File: src/rtl/core/sdssr_pkg.sv
package sdssr_pkg;

  // display geometry
  localparam int unsigned MAX_DIGITS = 8;
  localparam int unsigned RESULT_CAP = 8;
  localparam int unsigned DIGIT_CAP  = (MAX_DIGITS < RESULT_CAP) ? MAX_DIGITS : RESULT_CAP;

  // binary to bcd conversion
  localparam int unsigned MAG_W      = 32;
  localparam int unsigned BCD_DIGITS = 10;
  localparam int unsigned BCD_W      = 4 * BCD_DIGITS;
  localparam int unsigned SHIFT_CW   = $clog2(MAG_W);
  localparam logic [3:0]  DABBLE_LIMIT = 4'd5;
  localparam logic [3:0]  DABBLE_ADD   = 4'd3;

  // configuration port
  localparam int unsigned CFG_AW    = 3;
  localparam int unsigned CFG_DW    = 32;
  localparam int unsigned REG_IDX_W = 1;
  localparam logic [REG_IDX_W-1:0] REG_DIGITS_IN_USE = 1'b0;
  localparam logic [3:0] DIGITS_IN_USE_RESET = 4'd8;

  // segment bits, a in bit 0 through g in bit 6
  localparam logic [6:0] SEG_A = 7'h01;
  localparam logic [6:0] SEG_B = 7'h02;
  localparam logic [6:0] SEG_C = 7'h04;
  localparam logic [6:0] SEG_D = 7'h08;
  localparam logic [6:0] SEG_E = 7'h10;
  localparam logic [6:0] SEG_F = 7'h20;
  localparam logic [6:0] SEG_G = 7'h40;
  localparam logic [6:0] GLYPH_MINUS = SEG_G;

  typedef struct packed {
    logic signed [31:0] number;
    logic [7:0]         red;
    logic [7:0]         green;
    logic [7:0]         blue;
    logic               align_left;
  } in_t;

  typedef struct packed {
    logic [2:0] digit_index;
    logic [6:0] segments;
    logic [7:0] seg_red;
    logic [7:0] seg_green;
    logic [7:0] seg_blue;
    logic       last;
  } out_t;

  typedef struct packed {
    logic busy;
    logic done;
  } conv_stat_t;

  function automatic logic [6:0] digit_glyph(input logic [3:0] d);
    logic [6:0] g;
    case (d)
      4'd0:    g = SEG_A | SEG_B | SEG_C | SEG_D | SEG_E | SEG_F;
      4'd1:    g = SEG_B | SEG_C;
      4'd2:    g = SEG_A | SEG_B | SEG_D | SEG_E | SEG_G;
      4'd3:    g = SEG_A | SEG_B | SEG_C | SEG_D | SEG_G;
      4'd4:    g = SEG_F | SEG_G | SEG_B | SEG_C;
      4'd5:    g = SEG_A | SEG_F | SEG_G | SEG_C | SEG_D;
      4'd6:    g = SEG_A | SEG_F | SEG_E | SEG_D | SEG_C | SEG_G;
      4'd7:    g = SEG_A | SEG_B | SEG_C;
      4'd8:    g = SEG_A | SEG_B | SEG_C | SEG_D | SEG_E | SEG_F | SEG_G;
      4'd9:    g = SEG_A | SEG_B | SEG_C | SEG_D | SEG_F | SEG_G;
      default: g = 7'h00;
    endcase
    return g;
  endfunction

endpackage

File: src/rtl/core/sdssr_bcd_conv.sv
module sdssr_bcd_conv (
  input  logic                             clk,
  input  logic                             rst_n,
  input  logic                             start,
  input  logic [sdssr_pkg::MAG_W-1:0]      mag,
  output sdssr_pkg::conv_stat_t            stat,
  output logic [sdssr_pkg::BCD_W-1:0]      bcd
);

  logic                              busy_r, busy_nxt;
  logic                              done_r, done_nxt;
  logic [sdssr_pkg::SHIFT_CW-1:0]    cnt_r, cnt_nxt;
  logic [sdssr_pkg::MAG_W-1:0]       bin_r, bin_nxt;
  logic [sdssr_pkg::BCD_W-1:0]       bcd_r, bcd_nxt;
  logic [sdssr_pkg::BCD_W-1:0]       adj;

  // add-3 correction on every bcd digit before the shift
  always_comb begin
    for (int i = 0; i < sdssr_pkg::BCD_DIGITS; i++) begin
      if (bcd_r[4*i +: 4] >= sdssr_pkg::DABBLE_LIMIT) begin
        adj[4*i +: 4] = bcd_r[4*i +: 4] + sdssr_pkg::DABBLE_ADD;
      end else begin
        adj[4*i +: 4] = bcd_r[4*i +: 4];
      end
    end
  end

  always_comb begin
    busy_nxt = busy_r;
    done_nxt = 1'b0;
    cnt_nxt  = cnt_r;
    bin_nxt  = bin_r;
    bcd_nxt  = bcd_r;
    if (start) begin
      busy_nxt = 1'b1;
      cnt_nxt  = '0;
      bin_nxt  = mag;
      bcd_nxt  = '0;
    end else if (busy_r) begin
      bin_nxt = {bin_r[sdssr_pkg::MAG_W-2:0], 1'b0};
      bcd_nxt = {adj[sdssr_pkg::BCD_W-2:0], bin_r[sdssr_pkg::MAG_W-1]};
      cnt_nxt = cnt_r + 1'b1;
      if (cnt_r == sdssr_pkg::SHIFT_CW'(sdssr_pkg::MAG_W - 1)) begin
        busy_nxt = 1'b0;
        done_nxt = 1'b1;
      end
    end
  end

  always_ff @(posedge clk) begin
    if (!rst_n) begin
      busy_r <= 1'b0;
      done_r <= 1'b0;
      cnt_r  <= '0;
    end else begin
      busy_r <= busy_nxt;
      done_r <= done_nxt;
      cnt_r  <= cnt_nxt;
    end
    bin_r <= bin_nxt;
    bcd_r <= bcd_nxt;
  end

  assign stat.busy = busy_r;
  assign stat.done = done_r;
  assign bcd       = bcd_r;

endmodule

File: src/rtl/core/signed_decimal_seven_segment_render.sv
// signed decimal seven-segment renderer: each request carries a signed 32-bit number, an rgb
// color and an alignment flag, and produces one result per digit position in use (register
// digits_in_use at address 0, reset 8, capped at 8), in ascending position order, with last
// set on the final one. a negative number gets a minus sign (segment g) in front of its
// magnitude; text is right-aligned unless align_left is set, and text longer than the display
// is clipped at its tail. blank positions give zero segments and zero color. one request is
// handled at a time and in_stall stays high until its final result has been loaded into the
// output register (or, with no positions in use, until setup ends). a request goes through
// accept, the shift-and-add-3 bcd converter (one magnitude bit per cycle), load, a scan that
// strips leading zero digits one at a time, setup, and then one result per digit position in
// use; output stall holds the emit phase.
module signed_decimal_seven_segment_render (
  input  logic                            clk,
  input  logic                            rst_n,
  // request channel
  input  logic                            in_valid,
  output logic                            in_stall,
  input  sdssr_pkg::in_t                  in_data,
  // result channel
  output logic                            out_valid,
  input  logic                            out_stall,
  output sdssr_pkg::out_t                 out_data,
  // configuration port
  input  logic                            cfg_psel,
  input  logic                            cfg_penable,
  input  logic                            cfg_pwrite,
  input  logic [sdssr_pkg::CFG_AW-1:0]    cfg_paddr,
  input  logic [sdssr_pkg::CFG_DW-1:0]    cfg_pwdata,
  output logic [sdssr_pkg::CFG_DW-1:0]    cfg_prdata,
  output logic                            cfg_pready
);

  typedef enum logic [2:0] {
    ST_IDLE,
    ST_CONV,
    ST_NORM,
    ST_PREP,
    ST_EMIT
  } state_t;

  state_t                           state_r, state_nxt;

  // configuration
  logic [3:0]                       diu_r, diu_nxt;
  logic [sdssr_pkg::REG_IDX_W-1:0]  cfg_idx;
  logic                             cfg_wr;

  // captured request
  logic                             neg_r, neg_nxt;
  logic                             left_r, left_nxt;
  logic [7:0]                       red_r, red_nxt;
  logic [7:0]                       green_r, green_nxt;
  logic [7:0]                       blue_r, blue_nxt;

  // digit string, most significant digit at the top
  logic [sdssr_pkg::BCD_W-1:0]      norm_r, norm_nxt;
  logic [3:0]                       nd_r, nd_nxt;
  logic [3:0]                       total_r, total_nxt;

  // emit control
  logic [3:0]                       count_r, count_nxt;
  logic [3:0]                       start_r, start_nxt;
  logic [3:0]                       rem_r, rem_nxt;
  logic [3:0]                       d_r, d_nxt;
  logic                             minus_r, minus_nxt;

  // output register
  logic                             out_valid_r, out_valid_nxt;
  sdssr_pkg::out_t                  out_r, out_nxt;

  // converter
  logic                             accept;
  logic [sdssr_pkg::MAG_W-1:0]      raw;
  logic [sdssr_pkg::MAG_W-1:0]      mag;
  sdssr_pkg::conv_stat_t            conv_stat;
  logic [sdssr_pkg::BCD_W-1:0]      conv_bcd;

  // emit helpers
  logic                             load;
  logic                             lit;
  logic                             is_last;
  logic [3:0]                       top_digit;
  logic [3:0]                       count_cap;

  assign in_stall = (state_r != ST_IDLE);
  assign accept   = in_valid && !in_stall;

  // magnitude as an unsigned value, so the most negative number works too
  assign raw = in_data.number;
  assign mag = raw[sdssr_pkg::MAG_W-1] ? (sdssr_pkg::MAG_W'(0) - raw) : raw;

  sdssr_bcd_conv u_conv (
    .clk   (clk),
    .rst_n (rst_n),
    .start (accept),
    .mag   (mag),
    .stat  (conv_stat),
    .bcd   (conv_bcd)
  );

  // apb register access, index taken from the word address
  assign cfg_idx    = cfg_paddr[sdssr_pkg::CFG_AW-1:2];
  assign cfg_wr     = cfg_psel && cfg_penable && cfg_pwrite && cfg_pready;
  assign cfg_pready = 1'b1;
  assign cfg_prdata = (cfg_idx == sdssr_pkg::REG_DIGITS_IN_USE) ?
                      sdssr_pkg::CFG_DW'(diu_r) : '0;

  // count of positions driven, capped by the display and result capacity
  assign count_cap = (diu_r > 4'(sdssr_pkg::DIGIT_CAP)) ? 4'(sdssr_pkg::DIGIT_CAP) : diu_r;

  assign top_digit = norm_r[sdssr_pkg::BCD_W-1 -: 4];
  assign load      = (state_r == ST_EMIT) && (!out_valid_r || !out_stall);
  assign lit       = (d_r >= start_r) && (rem_r != 4'd0);
  assign is_last   = (d_r == count_r - 4'd1);

  always_comb begin
    state_nxt     = state_r;
    diu_nxt       = diu_r;
    neg_nxt       = neg_r;
    left_nxt      = left_r;
    red_nxt       = red_r;
    green_nxt     = green_r;
    blue_nxt      = blue_r;
    norm_nxt      = norm_r;
    nd_nxt        = nd_r;
    total_nxt     = total_r;
    count_nxt     = count_r;
    start_nxt     = start_r;
    rem_nxt       = rem_r;
    d_nxt         = d_r;
    minus_nxt     = minus_r;
    out_valid_nxt = out_valid_r && out_stall;
    out_nxt       = out_r;

    if (cfg_wr && (cfg_idx == sdssr_pkg::REG_DIGITS_IN_USE)) begin
      diu_nxt = cfg_pwdata[3:0];
    end

    case (state_r)
      ST_IDLE: begin
        if (accept) begin
          neg_nxt   = in_data.number[sdssr_pkg::MAG_W-1];
          left_nxt  = in_data.align_left;
          red_nxt   = in_data.red;
          green_nxt = in_data.green;
          blue_nxt  = in_data.blue;
          state_nxt = ST_CONV;
        end
      end
      ST_CONV: begin
        if (conv_stat.done) begin
          norm_nxt  = conv_bcd;
          nd_nxt    = 4'(sdssr_pkg::BCD_DIGITS);
          state_nxt = ST_NORM;
        end
      end
      ST_NORM: begin
        // strip leading zeros, keeping at least one digit
        if ((top_digit == 4'd0) && (nd_r > 4'd1)) begin
          norm_nxt = {norm_r[sdssr_pkg::BCD_W-5:0], 4'd0};
          nd_nxt   = nd_r - 4'd1;
        end else begin
          total_nxt = nd_r + 4'(neg_r);
          state_nxt = ST_PREP;
        end
      end
      ST_PREP: begin
        count_nxt = count_cap;
        rem_nxt   = total_r;
        minus_nxt = neg_r;
        d_nxt     = 4'd0;
        if (left_r || (total_r >= count_cap)) begin
          start_nxt = 4'd0;
        end else begin
          start_nxt = count_cap - total_r;
        end
        state_nxt = (count_cap == 4'd0) ? ST_IDLE : ST_EMIT;
      end
      ST_EMIT: begin
        if (load) begin
          out_valid_nxt       = 1'b1;
          out_nxt.digit_index = d_r[2:0];
          out_nxt.last        = is_last;
          if (lit) begin
            out_nxt.segments  = minus_r ? sdssr_pkg::GLYPH_MINUS :
                                sdssr_pkg::digit_glyph(top_digit);
            out_nxt.seg_red   = red_r;
            out_nxt.seg_green = green_r;
            out_nxt.seg_blue  = blue_r;
            rem_nxt           = rem_r - 4'd1;
            if (minus_r) begin
              minus_nxt = 1'b0;
            end else begin
              norm_nxt = {norm_r[sdssr_pkg::BCD_W-5:0], 4'd0};
            end
          end else begin
            out_nxt.segments  = 7'h00;
            out_nxt.seg_red   = 8'h00;
            out_nxt.seg_green = 8'h00;
            out_nxt.seg_blue  = 8'h00;
          end
          d_nxt = d_r + 4'd1;
          if (is_last) begin
            state_nxt = ST_IDLE;
          end
        end
      end
      default: begin
        state_nxt = ST_IDLE;
      end
    endcase
  end

  always_ff @(posedge clk) begin
    if (!rst_n) begin
      state_r     <= ST_IDLE;
      diu_r       <= sdssr_pkg::DIGITS_IN_USE_RESET;
      out_valid_r <= 1'b0;
      count_r     <= 4'd0;
      start_r     <= 4'd0;
      rem_r       <= 4'd0;
      d_r         <= 4'd0;
      minus_r     <= 1'b0;
      nd_r        <= 4'd0;
      total_r     <= 4'd0;
    end else begin
      state_r     <= state_nxt;
      diu_r       <= diu_nxt;
      out_valid_r <= out_valid_nxt;
      count_r     <= count_nxt;
      start_r     <= start_nxt;
      rem_r       <= rem_nxt;
      d_r         <= d_nxt;
      minus_r     <= minus_nxt;
      nd_r        <= nd_nxt;
      total_r     <= total_nxt;
    end
    neg_r   <= neg_nxt;
    left_r  <= left_nxt;
    red_r   <= red_nxt;
    green_r <= green_nxt;
    blue_r  <= blue_nxt;
    norm_r  <= norm_nxt;
    out_r   <= out_nxt;
  end

  assign out_valid = out_valid_r;
  assign out_data  = out_r;

`ifndef SYNTH
  // the converter only runs while the sequencer waits on it
  a_conv_owned: assert property (@(posedge clk) disable iff (!rst_n)
    (conv_stat.busy || conv_stat.done) |-> (state_r == ST_CONV))
    else $error("converter active outside conversion phase");

  // emit position stays inside the digits in use
  a_emit_range: assert property (@(posedge clk) disable iff (!rst_n)
    (state_r == ST_EMIT) |-> (d_r < count_r))
    else $error("emit position beyond digits in use");

  // loading the final result frees the block for the next request
  a_last_idle: assert property (@(posedge clk) disable iff (!rst_n)
    (load && is_last) |=> ((state_r == ST_IDLE) && out_valid_r && out_r.last))
    else $error("final result did not return the block to idle");

  // digit count stays between one and the number of bcd digits while stripping zeros
  a_norm_count: assert property (@(posedge clk) disable iff (!rst_n)
    (state_r == ST_NORM) |-> ((nd_r >= 4'd1) && (nd_r <= 4'(sdssr_pkg::BCD_DIGITS))))
    else $error("digit count out of range");
`endif

endmodule

File: config.mk
export PLATFORM = sky130hd
export DESIGN_NAME = signed_decimal_seven_segment_render
export DESIGN_NICKNAME = d
export VERILOG_FILES = /design/src/rtl/core/sdssr_pkg.sv /design/src/rtl/core/sdssr_bcd_conv.sv /design/src/rtl/core/signed_decimal_seven_segment_render.sv
export SDC_FILE = /design/constraint.sdc
export NUM_CORES = 1
export LEC_CHECK = 0
export BUFFER_PORTS_ARGS = -buffer_cell sky130_fd_sc_hd__buf_2
export CAP_MARGIN = 20
export CORE_MARGIN = 3
export CORE_UTILIZATION = 50
export CTS_BUF_LIST = sky130_fd_sc_hd__clkbuf_8
export CTS_CLUSTER_SIZE = 28
export DETAILED_ROUTE_END_ITERATION = 10
export PLACE_DENSITY = 0.72
export SLEW_MARGIN = 5
export SYNTH_ARGS = -nofsm -noshare
export SYNTH_HDL_FRONTEND = slang
export SYNTH_SLANG_ARGS = --single-unit
File: constraint.sdc
create_clock -name clk -period 7.5 [get_ports clk]
set_input_delay 0 -clock clk [delete_from_list [all_inputs] [get_ports clk]]
set_output_delay 0 -clock clk [all_outputs]
set_load 0.02 [all_outputs]
==> Yosys cells after proc, flatten, opt, wreduce, memory -nomap -nowiden <==
Memories as Yosys holds them, arrays and structs flattened. A register that Yosys moved wholly into a read port is not among the register bits.
Cells that the tools add are included.
Widths: inputs -> output; s select.
{ "word_totals": {"mem_bits_rw": 0, "n_memories": 1, "output_inout_bits": 70, "reg_bits": 213, "inputBits": 99, "romBits": 112, "latchBits": 0} }
{ "classes": {"n_div": 0, "addsub": 18, "reduce_logical": 33, "n_mul": 0, "shifts": 0, "n_bitwise": 5, "muxes": 48, "n_eq_ne": 14, "order_cmp": 14} }
{ "memory_table": {"columns": ["name", "words", "word_bits", "rd", "rd_clocked_by_memory_dff", "write_ports", "line", "rtl"], "rows": [
  ["(no name shown)", 16, 7, 1, 1, 0, "sdssr_pkg.sv:57", "case (d)"]
]} }
{ "ops": {"columns": ["cell", "n"], "rows": [
  ["$mux 40", 5],
  ["$pmux 40 s3", 1],
  ["$mux 32", 3],
  ["$mux 4", 18],
  ["$ge 4x3->1 const B", 10],
  ["$add 4x2->4 const B", 9],
  ["$sub 1x32->32 const A", 1],
  ["$pmux 4 s2", 3],
  ["$mux 3", 7],
  ["$pmux 3 s5", 1],
  ["$ne 2x2->1 const B", 7],
  ["$sub 4x1->4 const B", 3],
  ["$ge 4x4->1", 2],
  ["$logic_and 1x1->1", 8],
  ["$logic_not 4->1", 2],
  ["$mux 1", 8],
  ["$reduce_and 2->1", 4],
  ["$mux 7", 1],
  ["$eq 3x2->1 const B", 2],
  ["$reduce_and 3->1", 2],
  ["$reduce_and 6->1", 1],
  ["$reduce_bool 2->1", 3],
  ["$reduce_bool 3->1", 2],
  ["$add 5x1->5 const B", 1],
  ["other kinds (20)", 28]
]} }

==> Longest topological paths before layout <==
Gate-level depths: netlist of the first run.
{ "logic_depth": {"ltp_word": 6, "ltp_mapped": 13, "mapped_depth_nobuf": 12} }

==> By module <==
A second synthesis of the first run with hierarchy kept.
{ "unflattened": {"hier_cells": 1005, "area_unflattened_um2": 11114.4} }
{ "by_module_without_submodules": {"columns": ["module", "seq_area_each_um2", "cells_each", "area_per_inst_um2", "instances"], "rows": [
  ["signed_decimal_seven_segment_render", 3833.7, 606, 7029.2, 1],
  ["sdssr_bcd_conv", 1901.8, 399, 4085.2, 1]
]} }

==> Worst setup path before layout of the first run <==
Ideal clock, no wire load.
{ "synth_path": {"path_type": "reg2reg", "startpoint": "register state_r[0]", "endpoint": "register norm_r[0] (netlist bit), enable pin", "path_slack_ps": 3124, "t_arrival_ps": 3981, "n_path_buf": 1, "period_less_slack_ps": 4376, "path_stages_with_launch": 6, "required_time_ps": 7106, "cell_sequence": "dfxtp_1 or3b_2 nor2_1 o221ai_1 buf_4 inv_1"} }
{ "synth_via": {"elab_chain_len": 4, "elab_cells_between_ends": 11, "cone_classes": "eq/ne: 8; reduce/logical: 3"} }
{ "synth_lines": {"columns": ["element", "line", "rtl"], "rows": [
  ["start: declaration", "signed_decimal_seven_segment_render.sv:41", "state_t state_r, state_nxt;"],
  ["start signal: assignment", "signed_decimal_seven_segment_render.sv:227", "state_r <= state_nxt;"],
  ["$eq 3x3->1", "signed_decimal_seven_segment_render.sv:112, signed_decimal_seven_segment_render.sv:139", null],
  ["$logic_and 1x1->1", "signed_decimal_seven_segment_render.sv:112", "assign load = (state_r == ST_EMIT) && (!out_valid_r || !out_stall);"],
  ["$ne 2x2->1 (no source line)", null, null],
  ["$reduce_and 6->1 (no source line) *", null, null],
  ["end signal: assignment", "signed_decimal_seven_segment_render.sv:243", "norm_r <= norm_nxt;"],
  ["end: declaration", "signed_decimal_seven_segment_render.sv:56", "logic [sdssr_pkg::BCD_W-1:0] norm_r, norm_nxt;"]
]} }
Every way passes the cells marked *; elsewhere a longest branch is shown, timed or not.
A chain may end at the register's enable or synchronous reset.

==> qor.txt, run 1 <==
status = completed
CTS H-Tree Depth = 2
Fin Setup TNS = 0 ps
top_reg_cell synth = edfxtp_1
IO buf count = 109
CTS tree = done
pre-CTS setup slack = 3630 ps
Worst EP required = 7920 ps
crit path DAT = 4260 ps
Final Max Tran Viols = 0
nets = 1364
synthesized area = 10900 um2
final std cells w/o fill = 1527
Die Wd = 154 um
share of cells above drive strength 1 = 0.165
XOR/XNOR Fraction of Synth Area = 0.0481
Skew-Pair Late Insertion Delay = 540 ps
Worst-path clk slew = 60 ps
Pleak = 0.00532 uW
skew final = 24.8 ps
pwr/cell area = 206 nW/um2
initial antenna violation count = 0
first-pass GRT wire length = 37500 um
Post-CTS Resized = 0
critical path, cell by cell = or3b_2 > nor2_4 > o221ai_1 > buf_4 > mux2_2 > ha_1 > a21boi_0 > o31ai_1 > mux2i_1
final hold vios = 0
root buf cell = clkbuf_8
Post-Synth Adder-Cell Area = 0.0522
first drt pass iteration count = 6
# IOs = 169
Final min period = 3840 ps
Rel. slew slack = 0.309
GP Congestion = 0.839
unrepaired setup endpoints after global routing = false
Worst setup SP type = register
multiplexer share of the synthesized area = 0.0655
final instance area = 13100 um2
DR WL/cell = 14.7 um
grt ovf = 0
Syn-to-layout area delta = 19.7%
Yosys warning count = 0
Residual DRC = 0
cell count after placement = 1384
final clock period utilization by the worst path = 0.512
CORE AREA = 21300 um2
Sink Count = 220
R2R Setup Slk = 3660 ps
Row Count = 53
Max Freq = 0.260 GHz
via count = 8045
asr flop ratio synth = 0
Max FO, Critical Path = 37
HPWL Detailed = 13700 um
Synth Register Bits = 220
Synth cell types = 61
Clock Tree Buf Depth = 3
WHS = 148 ps
crit path from = state_r[2]
antenna-violating nets left = 0
Initial Utilization = 0.514
worst r2r src = state_r[2]
post-synthesis simple-gate area fraction = 0.138
Die Height = 154 um
CP Class = reg -> reg
vias in the first global route = 7794
register area share after synthesis = 0.525
hold path start = in_valid
Post-Place Cell Area = 11600 um2
number of vias per cell = 5.27
worst vdd ir = 0.111 mV
min-delay worst type = in -> reg
largest net degree at the start of global routing = 68
Syn Area/Cell = 10.5 um2
Synth Area in Compound Gates = 0.118
Ant. Diodes = 0
First DRT Iteration DRCs = 537
Slew @ Worst Pin = 1030 ps
GRT Total Usage = 0.186
CTS buffer count = 40
crit path capture type = register
Worst path max stage delay = 850 ps
maxcap violations = 0
CP max-delay cell = nor2_4
synthesized instance count = 1037
main combinational cell family by area after synthesis = simple AND/OR/NAND/NOR gates
die area = 23700 um2
drt total wl = 22400 um
Post-synth EDFFs = 133
final worst slack = 3660 ps
setup violators final = 0
## final cells by class
cell class,count,area (um2)
clock buffers,46,633
clock inverters,28,153
fillers,1723,8200
inverters,50,188
multi-input cells,722,4750
flip-flops and latches,220,5740
well taps,275,344
repair buffers,186,1290
## power by group
part / internal (uW) / switching [uW]
Clock: 599 / 490
Combinational: 100 / 139
Sequential: 1340 / 24.9
Total: 2040 / 654
## flip-flops by register name, summed over array words and instances (netlist names), 3 cells and up, named ones only
signal,count
red_r,8
diu_r,4
d_r,4
out_data,35
count_r,4
green_r,8
start_r,4
nd_r,4
blue_r,8
rem_r,4
norm_r,40
u_conv.bcd,40
state_r,3
u_conv.cnt_r,5
total_r,4
u_conv.bin_r,32
## timing repair
item	4_1_cts	5_1_grt
setup buffers	0	0
endpoints found under the hold margin	79	0
hold buffers	67	0
## Yosys cell counts (6+ instances only)
cell      count  area share
nand3_1      22       0.010
xnor2_1      26       0.021
a211oi_1      8      0.0055
nand2b_1     15      0.0086
a21oi_1      48       0.022
nor2b_1      11      0.0063
dfxtp_1      87        0.16
o41ai_1      13       0.010
ha_1         44       0.050
nand2_1      99       0.034
nor4_1        9      0.0051
o21ai_0      83       0.038
mux2i_1      49       0.045
clkbuf_1     34       0.012
xor2_1       34       0.027
nor2_1       71       0.024
inv_1        48       0.016
o31ai_1      15       0.010
nor3b_1      10      0.0069
nor3_1       14      0.0064
mux2_2       20       0.021
buf_4        30       0.021
edfxtp_1    133        0.37
and3_1        6      0.0034
and2_1       33       0.019
o211ai_1      6      0.0041
## critical path: cells and delay by family (launching register included)
kind / cells / cell delay [ps]
buf+inv: 1 / 260
mux: 2 / 410
fa+ha+maj: 1 / 330
flops: 1 / 540
simple gates: 2 / 1490
compound gates: 3 / 680
## routing by layer
layer  GRT usage  vias up  wire length [um]
met1       0.240     3797              9800
met4      0.0589        0               498
met3      0.0355       44              1110
li1            -     4006                 -
met2       0.319      198             11000
met5           0        -                 0
## worst paths after layout
| kind | endpoint | cells after the start |
|---|---|---|
| max | register | 9 |
| min | u_conv.busy_r | 4 |
| max reg2reg | register | 9 |
| min reg2reg | count_r[1] | 2 |
## placed cells by master, fill, tap and decap left out, drive strengths merged, types with 20 or more instances in the layout
| cell type | n |
|---|---|
| edfxtp | 133 |
| buf | 117 |
| nand2 | 99 |
| dfxtp | 87 |
| o21ai | 86 |
| nor2 | 71 |
| inv | 69 |
| dlygate4sd3 | 67 |
| mux2i | 49 |
| a21oi | 48 |
| clkbuf | 48 |
| ha | 44 |
| xor2 | 34 |
| and2 | 34 |
| conb | 29 |
| xnor2 | 26 |
| nand3 | 22 |
| mux2 | 20 |
## logic make-up after synthesis
| group | count (synthesis) |
|---|---|
| other | 2 |
| muxes | 69 |
| buffers and inverters | 122 |
| xor gates and xnor gates | 60 |
| adders and majority gates | 45 |
| DFF | 220 |
| and+or+nand+nor | 311 |
| AOI/OAI and AO/OA | 208 |
## stage by stage
step           total power (uW)   util
5_1_grt                    2820  0.615
3_3_place_gp               1590  0.546
4_1_cts                    2730  0.614
6_report                   2690  0.615
2_1_floorplan              1550      -
3_5_place_dp               1600  0.546
No activity file was read; power rests on OpenSTA's default activity.
==> run 2: changes to the inputs <==
==> constraint.sdc (replaced) <==
create_clock -name clk -period 3.9 [get_ports clk]
set_input_delay 0 -clock clk [delete_from_list [all_inputs] [get_ports clk]]
set_output_delay 0 -clock clk [all_outputs]
set_load 0.02 [all_outputs]
==> run 2 against run 1 <==
  * Worst hold slack got worse by 110 ps
  * Final area shrank 0.47%
  * Clock skew is 1.9 ps higher
  * Largest cell class unchanged
  * Non-clock buffer count did not move
  * Combinational power is 92% higher
==> qor.txt, run 2 (synthesis gave the netlist of run 1 again) <==
vias in the first global route = 7784 (-0.13%)
die area = 23700 um2 (unchanged)
Filler cells = 1741 (+1.0%)
final worst slack = 336 ps (-3330 ps)
final std cells w/o fill = 1521 (-0.39%)
Clock Tree Buf Depth = 3 (unchanged)
Worst setup SP type = register
drt total wl = 21800 um (-2.8%)
CP Class = reg -> reg
Sink Count = 220 (unchanged)
Rel. slew slack = 0.399 (+0.0901)
CP max-delay cell = a2111oi_2
First DRT Iteration DRCs = 406 (-24%)
worst vdd ir = 0.197 mV (+77%)
number of vias per cell = 5.19 (-1.4%)
maxcap violations = 0 (unchanged)
status = completed
Die Wd = 154 um (unchanged)
Worst EP required = 4310 ps (-3610 ps)
setup violators final = 0 (unchanged)
CORE AREA = 21300 um2 (unchanged)
CTS tree = done
critical path, cell by cell = inv_1 > ha_1 > nand2b_1 > a2111oi_2 > nor4_1 > o221ai_1 > buf_4 > mux2_2 > ha_1 > a21boi_0 > o211a_1 > mux2i_1
pwr/cell area = 391 nW/um2 (+90%)
Psw = 1240 uW (+89%)
grt ovf = 0 (unchanged)
Skew-Pair Late Insertion Delay = 540 ps (about the same)
min-delay worst type = in -> reg
Power, Total = 5100 uW (+89%)
cell count after placement = 1386 (+0.14%)
first drt pass iteration count = 4 (-2)
Residual DRC = 0 (unchanged)
part of the power in the clock network = 0.395 (-0.009)
Initial Utilization = 0.514 (unchanged)
Row Count = 53 (unchanged)
switching part of the total power = 0.243 (about the same)
Pleak = 0.00531 uW (-0.16%)
Max Freq = 0.281 GHz (+7.7%)
Post-CTS Resized = 0 (unchanged)
Seq pwr share = 0.514 (+0.007)
Slew @ Worst Pin = 901 ps (-133 ps)
CTS H-Tree Depth = 2 (unchanged)
skew final = 26.8 ps (+1.94 ps)
pre-CTS setup slack = 359 ps (-3270 ps)
HPWL Detailed = 14000 um (+1.8%)
GRT Total Usage = 0.182 (-0.00420)
Final Max Tran Viols = 0 (unchanged)
crit path DAT = 3980 ps (-280 ps)
Max FO, Critical Path = 12 (-68%)
unrepaired setup endpoints after global routing = false
combinational group share of total power = 0.090 (about the same)
internal power = 3860 uW (+89%)
antenna-violating nets left = 0 (unchanged)
GP Congestion = 0.868 (+3.4%)
first-pass GRT wire length = 36600 um (-2.3%)
Syn-to-layout area delta = 19.1%
Worst path max stage delay = 570 ps (-280 ps)
crit path capture type = register
Worst-path clk slew = 60 ps (about the same)
# IOs = 169 (unchanged)
CTS buffer count = 38 (-5.0%)
most common cell after layout, fill and taps aside = edfxtp_1
via count = 7899 (-1.8%)
final clock period utilization by the worst path = 0.914 (+0.402)
Ant. Diodes = 0 (unchanged)
Fin Setup TNS = 0 ps (unchanged)
IO buf count = 109 (unchanged)
kind of cell adding the most delay to the critical path = compound AO/OA/AOI/OAI gates
initial antenna violation count = 0 (unchanged)
root buf cell = clkbuf_8
DR WL/cell = 14.3 um (-2.5%)
nets = 1362 (-0.15%)
share of cells above drive strength 1 = 0.163 (-0.00241)
largest net degree at the start of global routing = 61 (-10%)
Final min period = 3560 ps (-275 ps)
buffers and inverters on the worst path = 2 (+1)
Die Height = 154 um (unchanged)
most frequent CP cell = ha_1
commonest cells after routing, fill and taps aside = 133 x edfxtp_1, 110 x buf_2, 98 x nand2_1, 86 x dfxtp_1, 83 x o21ai_0
final hold vios = 0 (unchanged)
==> run 2: tightest hold or removal path, cell delays in order <==
cell	delay (ps)
buf_2	100
nand4b_1	220
mux2i_1	120
nor2_1	80
==> run 2: path summary, 6_finish.rpt <==
check / cells after the start / from / end / slack (ps)
worst min register to register: 2 / start_r[3] / start_r[3] / 470
worst max register to register: 12 / d_r[0] / register / 340
worst min-delay path: 4 / cfg_pwrite / diu_r[0] / 40
worst max-delay path: 12 / d_r[0] / register / 340
==> run 2: power by group through the flow <==
stage | logic [uW] | clock network (uW) | registers [uW]
floorplan | 316 | 0 | 2660
global placement | 397 | 0 | 2670
detailed placement | 407 | 0 | 2670
CTS | 461 | 2070 | 2620
global route | 518 | 2190 | 2630
finish | 459 | 2020 | 2620
==> run 2: timing repair <==
item / in CTS / in global routing
hold buffers: 66 / 0
setup endpoints to repair: 0 / 0
buffers inserted: 0 / 0
endpoints found under the hold margin: 79 / 0
==> run 2: final cells by class <==
cell class | count | area [um2] | share of cell area
sequential | 220 | 5740 | 0.440
multi-input combinational | 722 | 4750 | 0.364
timing repair buffer | 186 | 1290 | 0.0987
clock buffer | 40 | 551 | 0.0423
tap | 275 | 344 | 0.0264
inverter | 50 | 188 | 0.0144
clock inverter | 28 | 174 | 0.0134
==> run 2: per-stage QoR <==
stage | utilization | hold WS [ps] | instance area, um2
6_report | 0.612 | 36.7 | 13000
5_1_grt | 0.612 | 66.3 | 13000
4_1_cts | 0.612 | 9.93 | 13000
3_5_place_dp | 0.547 | 179 | 11600
3_3_place_gp | 0.547 | 177 | 11600
2_1_floorplan | - | 78.1 | 11000
==> run 2: routing by layer <==
layer	wire length [um]	track usage
met1	9650	0.235
met2	10500	0.305
met3	986	0.0369
met4	628	0.0669
met5	0	0
